## src/rtl/core/stride_prefetch_table_defines.svh

```systemverilog
// Assertion macros shared by the stride prefetch table RTL.
`ifndef STRIDE_PREFETCH_TABLE_DEFINES_SVH
`define STRIDE_PREFETCH_TABLE_DEFINES_SVH

// Same-cycle implication, checked on every clock outside reset.
`define SPT_ASSERT_IMP(lbl, ante, cons) \
    lbl: assert property (@(posedge i_clk) disable iff (!i_rst_n) (ante) |-> (cons)) \
        else $error("stride_prefetch_table: same-cycle check failed");

// Next-cycle implication, checked on every clock outside reset.
`define SPT_ASSERT_NEXT(lbl, ante, cons) \
    lbl: assert property (@(posedge i_clk) disable iff (!i_rst_n) (ante) |=> (cons)) \
        else $error("stride_prefetch_table: next-cycle check failed");

`endif

```

## src/rtl/core/spt_pkg.sv

```systemverilog
// Types and constants of the stride prefetch table.
`default_nettype none

package spt_pkg;

    localparam int ADDR_W      = 32;
    localparam int LOOKAHEAD_W = 8;
    localparam int IN_TDATA_W  = 72;
    localparam int OUT_TDATA_W = 40;

    typedef logic [1:0] t_status;

    // Entry status codes; the fourth code is never stored.
    localparam t_status ST_INVALID  = 2'd0;
    localparam t_status ST_TRAINING = 2'd1;
    localparam t_status ST_ACTIVE   = 2'd2;

    // Command codes carried on tuser.
    localparam logic CMD_INSN   = 1'b0;
    localparam logic CMD_ACCESS = 1'b1;

    // Register word index taken from paddr[2].
    localparam logic REG_LOOKAHEAD = 1'b0;
    localparam logic [LOOKAHEAD_W-1:0] LOOKAHEAD_RST = 8'd4;

    // One table entry as stored in the memory.
    typedef struct packed {
        t_status             status;
        logic [ADDR_W-1:0]   stride;
        logic [ADDR_W-1:0]   last;
        logic [ADDR_W-1:0]   tag;
    } t_entry;

    // Access strobes from the sequencer to the table.
    typedef struct packed {
        logic rd_en;
        logic wr_en;
    } t_tbl_ctl;

endpackage

`default_nettype wire

```

## src/rtl/core/spt_table.sv

```systemverilog
// Entry memory of the stride prefetch table with per-entry written flags.
`default_nettype none

module spt_table import spt_pkg::*; #(
    parameter int ENTRIES = 16,
    parameter int IDX_W   = 4
) (
    input  wire logic             i_clk,
    input  wire logic             i_rst_n,
    input  wire t_tbl_ctl         i_ctl,
    input  wire logic [IDX_W-1:0] i_rd_idx,
    input  wire logic [IDX_W-1:0] i_wr_idx,
    input  wire t_entry           i_wr_entry,
    output t_entry                o_rd_entry
);

    t_entry             r_mem [ENTRIES];
    t_entry             r_rdata;
    logic [ENTRIES-1:0] r_written;
    logic               r_rd_written;

    // Synchronous memory: one write and one registered read per cycle.
    always_ff @(posedge i_clk) begin
        if (i_ctl.wr_en) begin
            r_mem[i_wr_idx] <= i_wr_entry;
        end
        if (i_ctl.rd_en) begin
            r_rdata <= r_mem[i_rd_idx];
        end
    end

    // Written flags stand in for clearing the memory at reset.
    always_ff @(posedge i_clk) begin
        if (!i_rst_n) begin
            r_written    <= '0;
            r_rd_written <= 1'b0;
        end else begin
            if (i_ctl.wr_en) begin
                r_written[i_wr_idx] <= 1'b1;
            end
            if (i_ctl.rd_en) begin
                r_rd_written <= r_written[i_rd_idx];
            end
        end
    end

    // An entry never written reads as the reset value: all zero, invalid.
    assign o_rd_entry = r_rd_written ? r_rdata : '0;

endmodule

`default_nettype wire

```

## src/rtl/core/stride_prefetch_table.sv

```systemverilog
// Top level of the PC-indexed stride prefetch table.
//
//  Channel  | Direction | Handshake                | Word contents
//  s_axis   | in        | tvalid/tready            | tuser: command; tdata: pc, address, misses
//  m_axis   | out       | tvalid/tready            | tdata: prefetch valid, address, pc active
//  apb      | in        | psel/penable/pwrite      | register 0 at byte 0: lookahead distance
//
// After acceptance, an instruction event scans every entry and then delivers its result word.
// A data access with an L1 miss scans, then writes back, then delivers; an L1 hit delivers
// without a scan. The next word is taken only once the sequencer is back in idle, so items
// do not overlap. The scan reads every entry through the one read port of the table memory.
// Reset is synchronous and clears control state and written flags.
// A result word still waiting on m_axis holds the sequencer only once the next result is ready.
`default_nettype none

`include "stride_prefetch_table_defines.svh"

module stride_prefetch_table import spt_pkg::*; #(
    parameter int TABLE_ENTRIES = 16
) (
    input  wire logic                   i_clk,
    input  wire logic                   i_rst_n,
    // Input words
    input  wire logic                   i_s_axis_tvalid,
    output logic                        o_s_axis_tready,
    // [31:0] pc, [63:32] data_address, [64] l1_miss, [65] l2_miss
    input  wire logic [IN_TDATA_W-1:0]  i_s_axis_tdata,
    // [0] command
    input  wire logic                   i_s_axis_tuser,
    // Result words
    output logic                        o_m_axis_tvalid,
    input  wire logic                   i_m_axis_tready,
    // [0] prefetch_valid, [32:1] prefetch_address, [33] pc_active
    output logic [OUT_TDATA_W-1:0]      o_m_axis_tdata,
    // Configuration
    input  wire logic                   psel,
    input  wire logic                   penable,
    input  wire logic                   pwrite,
    input  wire logic [2:0]             paddr,
    input  wire logic [31:0]            pwdata,
    output logic [31:0]                 prdata,
    output logic                        pready
);

    localparam int IDX_W = (TABLE_ENTRIES > 1) ? $clog2(TABLE_ENTRIES) : 1;
    localparam int CNT_W = $clog2(TABLE_ENTRIES + 1);

    localparam logic [1:0] S_IDLE = 2'd0;
    localparam logic [1:0] S_SCAN = 2'd1;
    localparam logic [1:0] S_WB   = 2'd2;
    localparam logic [1:0] S_DONE = 2'd3;

    // Control state
    logic [1:0]             r_state, n_state;
    logic [CNT_W-1:0]       r_rd_cnt, n_rd_cnt;
    logic                   r_chk_vld, n_chk_vld;
    logic                   r_hit, n_hit;
    logic                   r_any_active, n_any_active;
    logic                   r_out_valid, n_out_valid;
    logic [LOOKAHEAD_W-1:0] r_lookahead;

    // Item and scan payload
    logic                   r_cmd, n_cmd;
    logic                   r_l1, n_l1;
    logic                   r_l2, n_l2;
    logic [ADDR_W-1:0]      r_key, n_key;
    logic [ADDR_W-1:0]      r_addr, n_addr;
    logic [IDX_W-1:0]       r_chk_idx, n_chk_idx;
    logic [IDX_W-1:0]       r_hit_idx, n_hit_idx;
    logic [ADDR_W-1:0]      r_hit_last, n_hit_last;
    logic [ADDR_W-1:0]      r_hit_stride, n_hit_stride;
    t_status                r_hit_status, n_hit_status;
    logic [IDX_W-1:0]       r_vic_idx, n_vic_idx;
    t_status                r_vic_status, n_vic_status;
    logic [ADDR_W-1:0]      r_pf_addr, n_pf_addr;
    logic [OUT_TDATA_W-1:0] r_out_data;

    // Table interface
    t_tbl_ctl               tbl_ctl;
    logic [IDX_W-1:0]       rd_idx;
    logic [IDX_W-1:0]       wr_idx;
    t_entry                 wr_entry;
    t_entry                 rd_entry;

    logic                   in_acc;
    logic                   out_load;
    logic                   cfg_wr;
    logic                   tag_match;
    logic [ADDR_W-1:0]      delta;
    logic                   res_pf_valid;
    logic                   res_pc_active;
    logic                   scan_last;

    spt_table #(
        .ENTRIES (TABLE_ENTRIES),
        .IDX_W   (IDX_W)
    ) u_table (
        .i_clk      (i_clk),
        .i_rst_n    (i_rst_n),
        .i_ctl      (tbl_ctl),
        .i_rd_idx   (rd_idx),
        .i_wr_idx   (wr_idx),
        .i_wr_entry (wr_entry),
        .o_rd_entry (rd_entry)
    );

    assign in_acc          = i_s_axis_tvalid && o_s_axis_tready;
    assign o_s_axis_tready = (r_state == S_IDLE);
    assign o_m_axis_tvalid = r_out_valid;
    assign o_m_axis_tdata  = r_out_data;

    // Configuration port: one register, always ready.
    assign pready = 1'b1;
    assign cfg_wr = psel && penable && pwrite && pready && (paddr[2] == REG_LOOKAHEAD);
    assign prdata = (paddr[2] == REG_LOOKAHEAD) ? {24'd0, r_lookahead} : 32'd0;

    assign tag_match = (rd_entry.tag == r_key);
    assign delta     = r_addr - r_hit_last;
    assign rd_idx    = r_rd_cnt[IDX_W-1:0];
    assign wr_idx    = r_hit ? r_hit_idx : r_vic_idx;

    // The last entry of a scan is being examined.
    assign scan_last = (r_state == S_SCAN) && r_chk_vld
                       && (r_chk_idx == IDX_W'(TABLE_ENTRIES - 1));

    // Result fields, formed from the finished scan.
    assign res_pf_valid  = (r_cmd == CMD_INSN) && r_hit;
    assign res_pc_active = (r_cmd == CMD_ACCESS) && r_l1 && !r_l2 && r_any_active;

    // Sequencer: accept, scan every entry (not for an L1 hit), write back (data misses only), deliver.
    always_comb begin
        n_state      = r_state;
        n_rd_cnt     = r_rd_cnt;
        n_chk_vld    = 1'b0;
        n_chk_idx    = r_chk_idx;
        n_hit        = r_hit;
        n_any_active = r_any_active;
        n_cmd        = r_cmd;
        n_l1         = r_l1;
        n_l2         = r_l2;
        n_key        = r_key;
        n_addr       = r_addr;
        n_hit_idx    = r_hit_idx;
        n_hit_last   = r_hit_last;
        n_hit_stride = r_hit_stride;
        n_hit_status = r_hit_status;
        n_vic_idx    = r_vic_idx;
        n_vic_status = r_vic_status;
        n_pf_addr    = r_pf_addr;
        tbl_ctl      = '0;
        wr_entry     = '0;
        out_load     = 1'b0;

        unique case (r_state)
            S_IDLE: begin
                if (in_acc) begin
                    n_cmd        = i_s_axis_tuser;
                    n_addr       = i_s_axis_tdata[63:32];
                    n_l1         = (i_s_axis_tuser == CMD_ACCESS) && i_s_axis_tdata[64];
                    n_l2         = i_s_axis_tdata[65];
                    n_key        = (i_s_axis_tuser == CMD_INSN)
                                 ? i_s_axis_tdata[31:0] + {24'd0, r_lookahead}
                                 : i_s_axis_tdata[31:0];
                    n_hit        = 1'b0;
                    n_any_active = 1'b0;
                    n_rd_cnt     = '0;
                    n_vic_idx    = '0;
                    n_vic_status = ST_INVALID;
                    n_state      = ((i_s_axis_tuser == CMD_ACCESS) && !i_s_axis_tdata[64])
                                 ? S_DONE : S_SCAN;
                end
            end
            S_SCAN: begin
                // Issue one read per cycle until every entry is requested.
                if (r_rd_cnt != CNT_W'(TABLE_ENTRIES)) begin
                    tbl_ctl.rd_en = 1'b1;
                    n_rd_cnt      = r_rd_cnt + CNT_W'(1);
                end
                n_chk_vld = tbl_ctl.rd_en;
                n_chk_idx = rd_idx;
                // Examine the entry read in the previous cycle.
                if (r_chk_vld) begin
                    if (r_cmd == CMD_INSN) begin
                        if (tag_match && (rd_entry.status == ST_ACTIVE) && !r_hit) begin
                            n_hit     = 1'b1;
                            n_pf_addr = rd_entry.last + rd_entry.stride;
                        end
                    end else begin
                        if (tag_match && (rd_entry.status != ST_INVALID) && !r_hit) begin
                            n_hit        = 1'b1;
                            n_hit_idx    = r_chk_idx;
                            n_hit_last   = rd_entry.last;
                            n_hit_stride = rd_entry.stride;
                            n_hit_status = rd_entry.status;
                        end
                        if (tag_match && (rd_entry.status == ST_ACTIVE)) begin
                            n_any_active = 1'b1;
                        end
                        // Victim: invalid beats training, anything not active beats active.
                        if (r_chk_idx == '0) begin
                            n_vic_idx    = '0;
                            n_vic_status = rd_entry.status;
                        end else if (((r_vic_status == ST_TRAINING)
                                      && (rd_entry.status == ST_INVALID))
                                  || ((r_vic_status == ST_ACTIVE)
                                      && (rd_entry.status != ST_ACTIVE))) begin
                            n_vic_idx    = r_chk_idx;
                            n_vic_status = rd_entry.status;
                        end
                    end
                    if (r_chk_idx == IDX_W'(TABLE_ENTRIES - 1)) begin
                        n_state = (r_cmd == CMD_INSN) ? S_DONE : S_WB;
                    end
                end
            end
            S_WB: begin
                wr_entry.tag = r_key;
                if (r_l2 && !r_hit) begin
                    // A fresh entry trains on its own access and turns active at once.
                    tbl_ctl.wr_en   = 1'b1;
                    wr_entry.last   = r_addr;
                    wr_entry.stride = '0;
                    wr_entry.status = ST_ACTIVE;
                end else if (r_hit) begin
                    tbl_ctl.wr_en = 1'b1;
                    if (r_hit_stride == delta) begin
                        wr_entry.last   = r_addr;
                        wr_entry.stride = r_hit_stride;
                        wr_entry.status = ST_ACTIVE;
                    end else if (r_hit_status == ST_TRAINING) begin
                        wr_entry.last   = r_addr;
                        wr_entry.stride = delta;
                        wr_entry.status = ST_TRAINING;
                    end else begin
                        wr_entry.last   = r_hit_last;
                        wr_entry.stride = r_hit_stride;
                        wr_entry.status = ST_INVALID;
                    end
                end
                n_state = S_DONE;
            end
            S_DONE: begin
                if (!r_out_valid || i_m_axis_tready) begin
                    out_load = 1'b1;
                    n_state  = S_IDLE;
                end
            end
            default: begin
                n_state = S_IDLE;
            end
        endcase

        // Output register empties when taken and fills from the sequencer.
        if (out_load) begin
            n_out_valid = 1'b1;
        end else if (i_m_axis_tready) begin
            n_out_valid = 1'b0;
        end else begin
            n_out_valid = r_out_valid;
        end
    end

    // Control registers.
    always_ff @(posedge i_clk) begin
        if (!i_rst_n) begin
            r_state      <= S_IDLE;
            r_rd_cnt     <= '0;
            r_chk_vld    <= 1'b0;
            r_hit        <= 1'b0;
            r_any_active <= 1'b0;
            r_out_valid  <= 1'b0;
            r_lookahead  <= LOOKAHEAD_RST;
        end else begin
            r_state      <= n_state;
            r_rd_cnt     <= n_rd_cnt;
            r_chk_vld    <= n_chk_vld;
            r_hit        <= n_hit;
            r_any_active <= n_any_active;
            r_out_valid  <= n_out_valid;
            if (cfg_wr) begin
                r_lookahead <= pwdata[LOOKAHEAD_W-1:0];
            end
        end
    end

    // Payload registers.
    always_ff @(posedge i_clk) begin
        r_cmd        <= n_cmd;
        r_l1         <= n_l1;
        r_l2         <= n_l2;
        r_key        <= n_key;
        r_addr       <= n_addr;
        r_chk_idx    <= n_chk_idx;
        r_hit_idx    <= n_hit_idx;
        r_hit_last   <= n_hit_last;
        r_hit_stride <= n_hit_stride;
        r_hit_status <= n_hit_status;
        r_vic_idx    <= n_vic_idx;
        r_vic_status <= n_vic_status;
        r_pf_addr    <= n_pf_addr;
        if (out_load) begin
            r_out_data <= {6'd0, res_pc_active,
                           res_pf_valid ? r_pf_addr : {ADDR_W{1'b0}}, res_pf_valid};
        end
    end

    // Checks on the sequencer.
    `SPT_ASSERT_IMP(a_wr_only_in_wb, tbl_ctl.wr_en, r_state == S_WB)
    `SPT_ASSERT_IMP(a_wr_only_on_miss, tbl_ctl.wr_en, (r_cmd == CMD_ACCESS) && r_l1)
    `SPT_ASSERT_IMP(a_no_result_clobber, out_load, !r_out_valid || i_m_axis_tready)
    `SPT_ASSERT_NEXT(a_scan_ends, scan_last, r_state != S_SCAN)

endmodule

`default_nettype wire
```

## config.mk

```make
export PLATFORM = sky130hd
export DESIGN_NAME = stride_prefetch_table
export DESIGN_NICKNAME = d
export VERILOG_FILES = /design/src/rtl/core/spt_pkg.sv /design/src/rtl/core/spt_table.sv /design/src/rtl/core/stride_prefetch_table.sv
export VERILOG_INCLUDE_DIRS = /design/src /design/src/rtl/core
export SDC_FILE = /design/constraint.sdc
export NUM_CORES = 2
export LEC_CHECK = 0
export ABC_AREA = 1
export BUFFER_PORTS_ARGS = -buffer_cell sky130_fd_sc_hd__buf_2
export CAP_MARGIN = 5
export CORE_MARGIN = 1.5
export CORE_UTILIZATION = 50
export CTS_BUF_LIST = sky130_fd_sc_hd__clkbuf_8 sky130_fd_sc_hd__clkbuf_16
export CTS_CLUSTER_SIZE = 28
export DETAILED_ROUTE_END_ITERATION = 10
export GPL_TIMING_DRIVEN = 1
export PLACE_DENSITY = 0.66
export SYNTH_ARGS = -nofsm -noshare
export SYNTH_HDL_FRONTEND = slang
export SYNTH_SLANG_ARGS = --single-unit
```

## constraint.sdc

```tcl
create_clock -name i_clk -period 27.2 [get_ports i_clk]
set_clock_uncertainty 0.1 [all_clocks]
set_input_delay 2.72 -clock i_clk [delete_from_list [all_inputs] [get_ports i_clk]]
set_output_delay 2.72 -clock i_clk [all_outputs]
set_load 0.05 [all_outputs]
```

==> summary.md <==
## Floorplan
* 403.8 um — horizontal die dimension
* 190 — top-level port count
* 50.53% — starting utilization of the core area
* 403.8 um — die span in y
* 0.1589 sq mm — core area
* 146 — number of rows created at floorplan
* 0.1630 sq mm — overall die area

## Worst hold path
* u_table.r_written[1] — startpoint of the lowest-slack hold path
* u_table.r_written[1] — endpoint of the worst hold-timing path
* flip-flop to flip-flop — Hold WC Path Type
* 2 — hold path cells

## Route
* 5.896 — Vias/cell
* 23.94 um — Routed wire per std cell
* 92.95 mm — M1 wire length
* 102.3 mm — WL met2
* 0 — count of antenna-violating nets left after detailed routing
* 53900 — vias after detailed routing
* 0 — number of design rule violations left after detail routing
* 218.9 mm — Routed Wire Length
* 18.76 mm — met3 wire length
* 7 — TritonRoute pass-1 iters
* met5 — Top Metal Used
* 6222 — number of DRC violations after detailed-routing iteration 0

## Critical path
* 21270 ps — internal reg-to-reg setup slack
* output port — Critical Path Sink Type
* input port — startpoint kind of the worst setup timing path
* 9 — largest driver fanout on the critical path
* 3250 ps — data arrival time at the worst-slack endpoint
* u_table.r_mem[0][92] — reg-to-reg endpoint
* buffers and inverters — family with the most delay on the worst path
* 2 — Buf+Inv Stages, Crit Path
* 24380 ps — required time at the worst-slack endpoint
* buf_2 > nor2_1 > buf_2 — cells along the critical path
* sky130_fd_sc_hd__buf_2 — most frequent cell on the critical path
* sky130_fd_sc_hd__buf_2 — cell at the slowest stage of the critical path
* r_addr[0] — startpoint of the worst-slack reg-to-reg timing path
* input port to output port — type of the worst setup path
* 23 — length in cells of the worst reg-to-reg path
* 270 ps — biggest cell delay along the critical path

## Clock network
* 3 — clock buffer depth
* 60 ps — clock-pin transition on the worst setup and hold timing paths
* 4 — number of H-tree branching levels
* 840 ps — Clk Latency, worst-skew pair
* 1915 — clock tree sinks
* 0 — setup fix buffers added after clock tree synthesis
* done — CTS tree
* sky130_fd_sc_hd__clkbuf_16 — root buf cell
* 0 — post-cts repair resize count
* 0 — number of hold buffers added after CTS
* 188 — number of buffers created by CTS

## Place
* 126 — quantity of I/O buffers inserted on ports
* 21120 ps — pre-CTS setup slack
* 119.3 mm — half-perimeter wire length of the detailed placement result
* 0.9439 — gp weighted congestion
* 8792 — placed cell count

## STA
* 0 ps — accumulated negative setup slack
* 9.499% — Relative slew margins
* 6070 ps — time the worst path needs with I/O delays and setup
* 0 — final-report setup violation count
* 164.7 MHz — Max Clk Rate
* 0 — total count of hold-check failures in the final report
* 21130 ps — worst setup slack after layout
* 1358 ps — actual slew at the worst max-slew pin
* 0 — fin. max-slew vios
* 22.32% — crit share post-route
* no — RSZ-0062 raised after global routing

## Global routing
* 3 — initial antenna violation count
* 321.5 mm — first-pass GRT wire length
* 121 — maximum number of pins on one net before global-route repair
* 26.47% — overall global routing resource usage
* 50260 — vias in the first global route
* 0 — total global routing overflow

## Pwr
* 32.10 nW — leakage power total
* 91.18 mW/mm^2 — power density over cell area
* 0.00006568 V — peak supply drop
* 8.137 mW — PnR Total Power

## Logic synthesis
* 71.16% — Seq/Total Area, Yosys
* 0.08030 sq mm — cell area after synthesis
* 51 — library cells used by synthesis
* 11.73 sq um — Syn Area/Cell
* 0% — async set-reset flop share out of synthesis
* 1879 — Post-synth EDFFs
* sky130_fd_sc_hd__edfxtp_1 — Top FF cell, synth
* 0 — YS warnings
* 6848 — number of standard cells after synthesis
* 1915 — flops & latches, synth

## Final layout
* sky130_fd_sc_hd__edfxtp_1, sky130_fd_sc_hd__nand2_1, sky130_fd_sc_hd__nor2_1 — commonest cells after routing, fill and taps aside
* 8.346% — proportion of layout cells with a drive suffix above 1
* sky130_fd_sc_hd__edfxtp_1 — most common library cell in the layout ignoring fill and taps
* 9141 — final std cells w/o fill
* 11.13% — area added between synthesis and finish
* 0 — number of antenna cells inserted
* 7108 — number of nets in the layout

## Run
* 0 — number of maximum-capacitance constraint violations

## Run status
* finished clean — result of the run

cell type report:
cell class | count | area (sq um)
well taps | 2072 | 2592
clock buffers | 195 | 4857
inverters | 435 | 1654
repair buffers | 244 | 1516
multi-input cells | 4129 | 20230
clock inverters | 151 | 1235
fillers | 12990 | 69690
flip-flops and latches | 1915 | 57160
cells in the mapped netlist, types with 3 or more instances:
| cell type | count | share of area [%] |
|---|---|---|
| sky130_fd_sc_hd__nor2_1 | 1053 | 4.9 |
| sky130_fd_sc_hd__nand3_1 | 85 | 0.53 |
| sky130_fd_sc_hd__nor3_2 | 19 | 0.24 |
| sky130_fd_sc_hd__buf_1 | 21 | 0.098 |
| sky130_fd_sc_hd__buf_4 | 31 | 0.29 |
| sky130_fd_sc_hd__o21a_1 | 4 | 0.037 |
| sky130_fd_sc_hd__a221oi_1 | 5 | 0.055 |
| sky130_fd_sc_hd__nor3b_1 | 4 | 0.037 |
| sky130_fd_sc_hd__dfxtp_1 | 36 | 0.90 |
| sky130_fd_sc_hd__a31oi_1 | 7 | 0.055 |
| sky130_fd_sc_hd__xor2_1 | 61 | 0.67 |
| sky130_fd_sc_hd__inv_1 | 430 | 2.0 |
| sky130_fd_sc_hd__edfxtp_1 | 1879 | 70 |
| sky130_fd_sc_hd__o22ai_1 | 397 | 3.1 |
| sky130_fd_sc_hd__a2111oi_0 | 8 | 0.087 |
| sky130_fd_sc_hd__a21boi_0 | 5 | 0.047 |
| sky130_fd_sc_hd__ha_1 | 77 | 1.2 |
| sky130_fd_sc_hd__o21ai_0 | 875 | 5.5 |
| sky130_fd_sc_hd__or2_2 | 12 | 0.093 |
| sky130_fd_sc_hd__buf_2 | 12 | 0.075 |
| sky130_fd_sc_hd__nand3b_1 | 8 | 0.075 |
| sky130_fd_sc_hd__buf_6 | 4 | 0.056 |
| sky130_fd_sc_hd__clkbuf_1 | 330 | 1.5 |
| sky130_fd_sc_hd__xnor2_1 | 38 | 0.41 |
| sky130_fd_sc_hd__nor3_1 | 26 | 0.16 |
| sky130_fd_sc_hd__o21bai_1 | 4 | 0.037 |
| sky130_fd_sc_hd__a21oi_1 | 109 | 0.68 |
| sky130_fd_sc_hd__fa_1 | 3 | 0.075 |
| sky130_fd_sc_hd__clkinv_1 | 3 | 0.014 |
| sky130_fd_sc_hd__nand2_1 | 1110 | 5.2 |
| sky130_fd_sc_hd__a21o_1 | 4 | 0.037 |
| sky130_fd_sc_hd__nand4_1 | 150 | 1.2 |
| sky130_fd_sc_hd__nor4_1 | 11 | 0.086 |
per-layer routing:
metal	vias to the layer above	track usage, %
li1	24390	-
met1	26620	38.47
met2	2539	42.05
met3	346	3.976
met4	2	6.661
met5	-	0
metrics by stage:
step | utilization (%) | hold slack [ps] | area, sq um
after global routing | 56.15 | 397.8 | 89240
after floorplan | - | 334.8 | 80410
after global placement | 52.31 | 344.0 | 83130
after CTS | 56.14 | 361.1 | 89220
after detailed placement | 52.31 | 351.3 | 83130
final | 56.15 | 365.7 | 89240
where the power goes:
part / switching, mW / total [mW] / internal (mW)
registers: 0.0984 / 3.65 / 3.56
logic: 1.42 / 1.92 / 0.506
clock network: 1.11 / 2.56 / 1.45
worst min-delay path, stage by stage (launching register included):
cell	delay, ps
sky130_fd_sc_hd__dfxtp_1	320
sky130_fd_sc_hd__nor2_1	50
sky130_fd_sc_hd__nor2_1	70
worst max path at each step:
stage                           start              endpoint  slack, ps  cells past startpoint
floorplan                 r_rd_cnt[0]           r_rd_cnt[4]      18390                     13
global placement             paddr[2]             prdata[0]      21140                      3
detailed placement  i_s_axis_tdata[0]             r_key[24]      21120                     14
CTS                          paddr[2]             prdata[7]      21130                      3
global route                r_addr[0]  u_table.r_mem[2][88]      21030                     23
finish                       paddr[2]             prdata[5]      21130                      3
registers in the layout (all words and copies together), names as in the netlist, 4 cells and up:
name / flops
r_pf_addr: 32
r_rd_cnt: 5
r_vic_idx: 4
r_hit_last: 32
o_m_axis_tdata: 34
u_table.r_rdata: 98
r_chk_idx: 4
r_hit_stride: 32
r_lookahead: 8
u_table.r_written: 16
u_table.r_mem: 1568
r_key: 32
r_addr: 32
r_hit_idx: 4
logic make-up (layout without fill, tap and decap cells):
| logic type | count (synthesis) | after routing | synth area share [%] |
|---|---|---|---|
| other | 2 | 31 | 0.009352 |
| XOR/XNOR | 102 | 102 | 1.167 |
| adder cells (fa/ha/maj) | 80 | 80 | 1.274 |
| AO/OA/AOI/OAI | 1426 | 1426 | 9.660 |
| AND/OR/NAND/NOR | 2490 | 2490 | 12.63 |
| flip-flops | 1915 | 1915 | 71.16 |
| buffers and inverters | 833 | 1025 | 4.095 |
(Power assumes the default switching activity.)
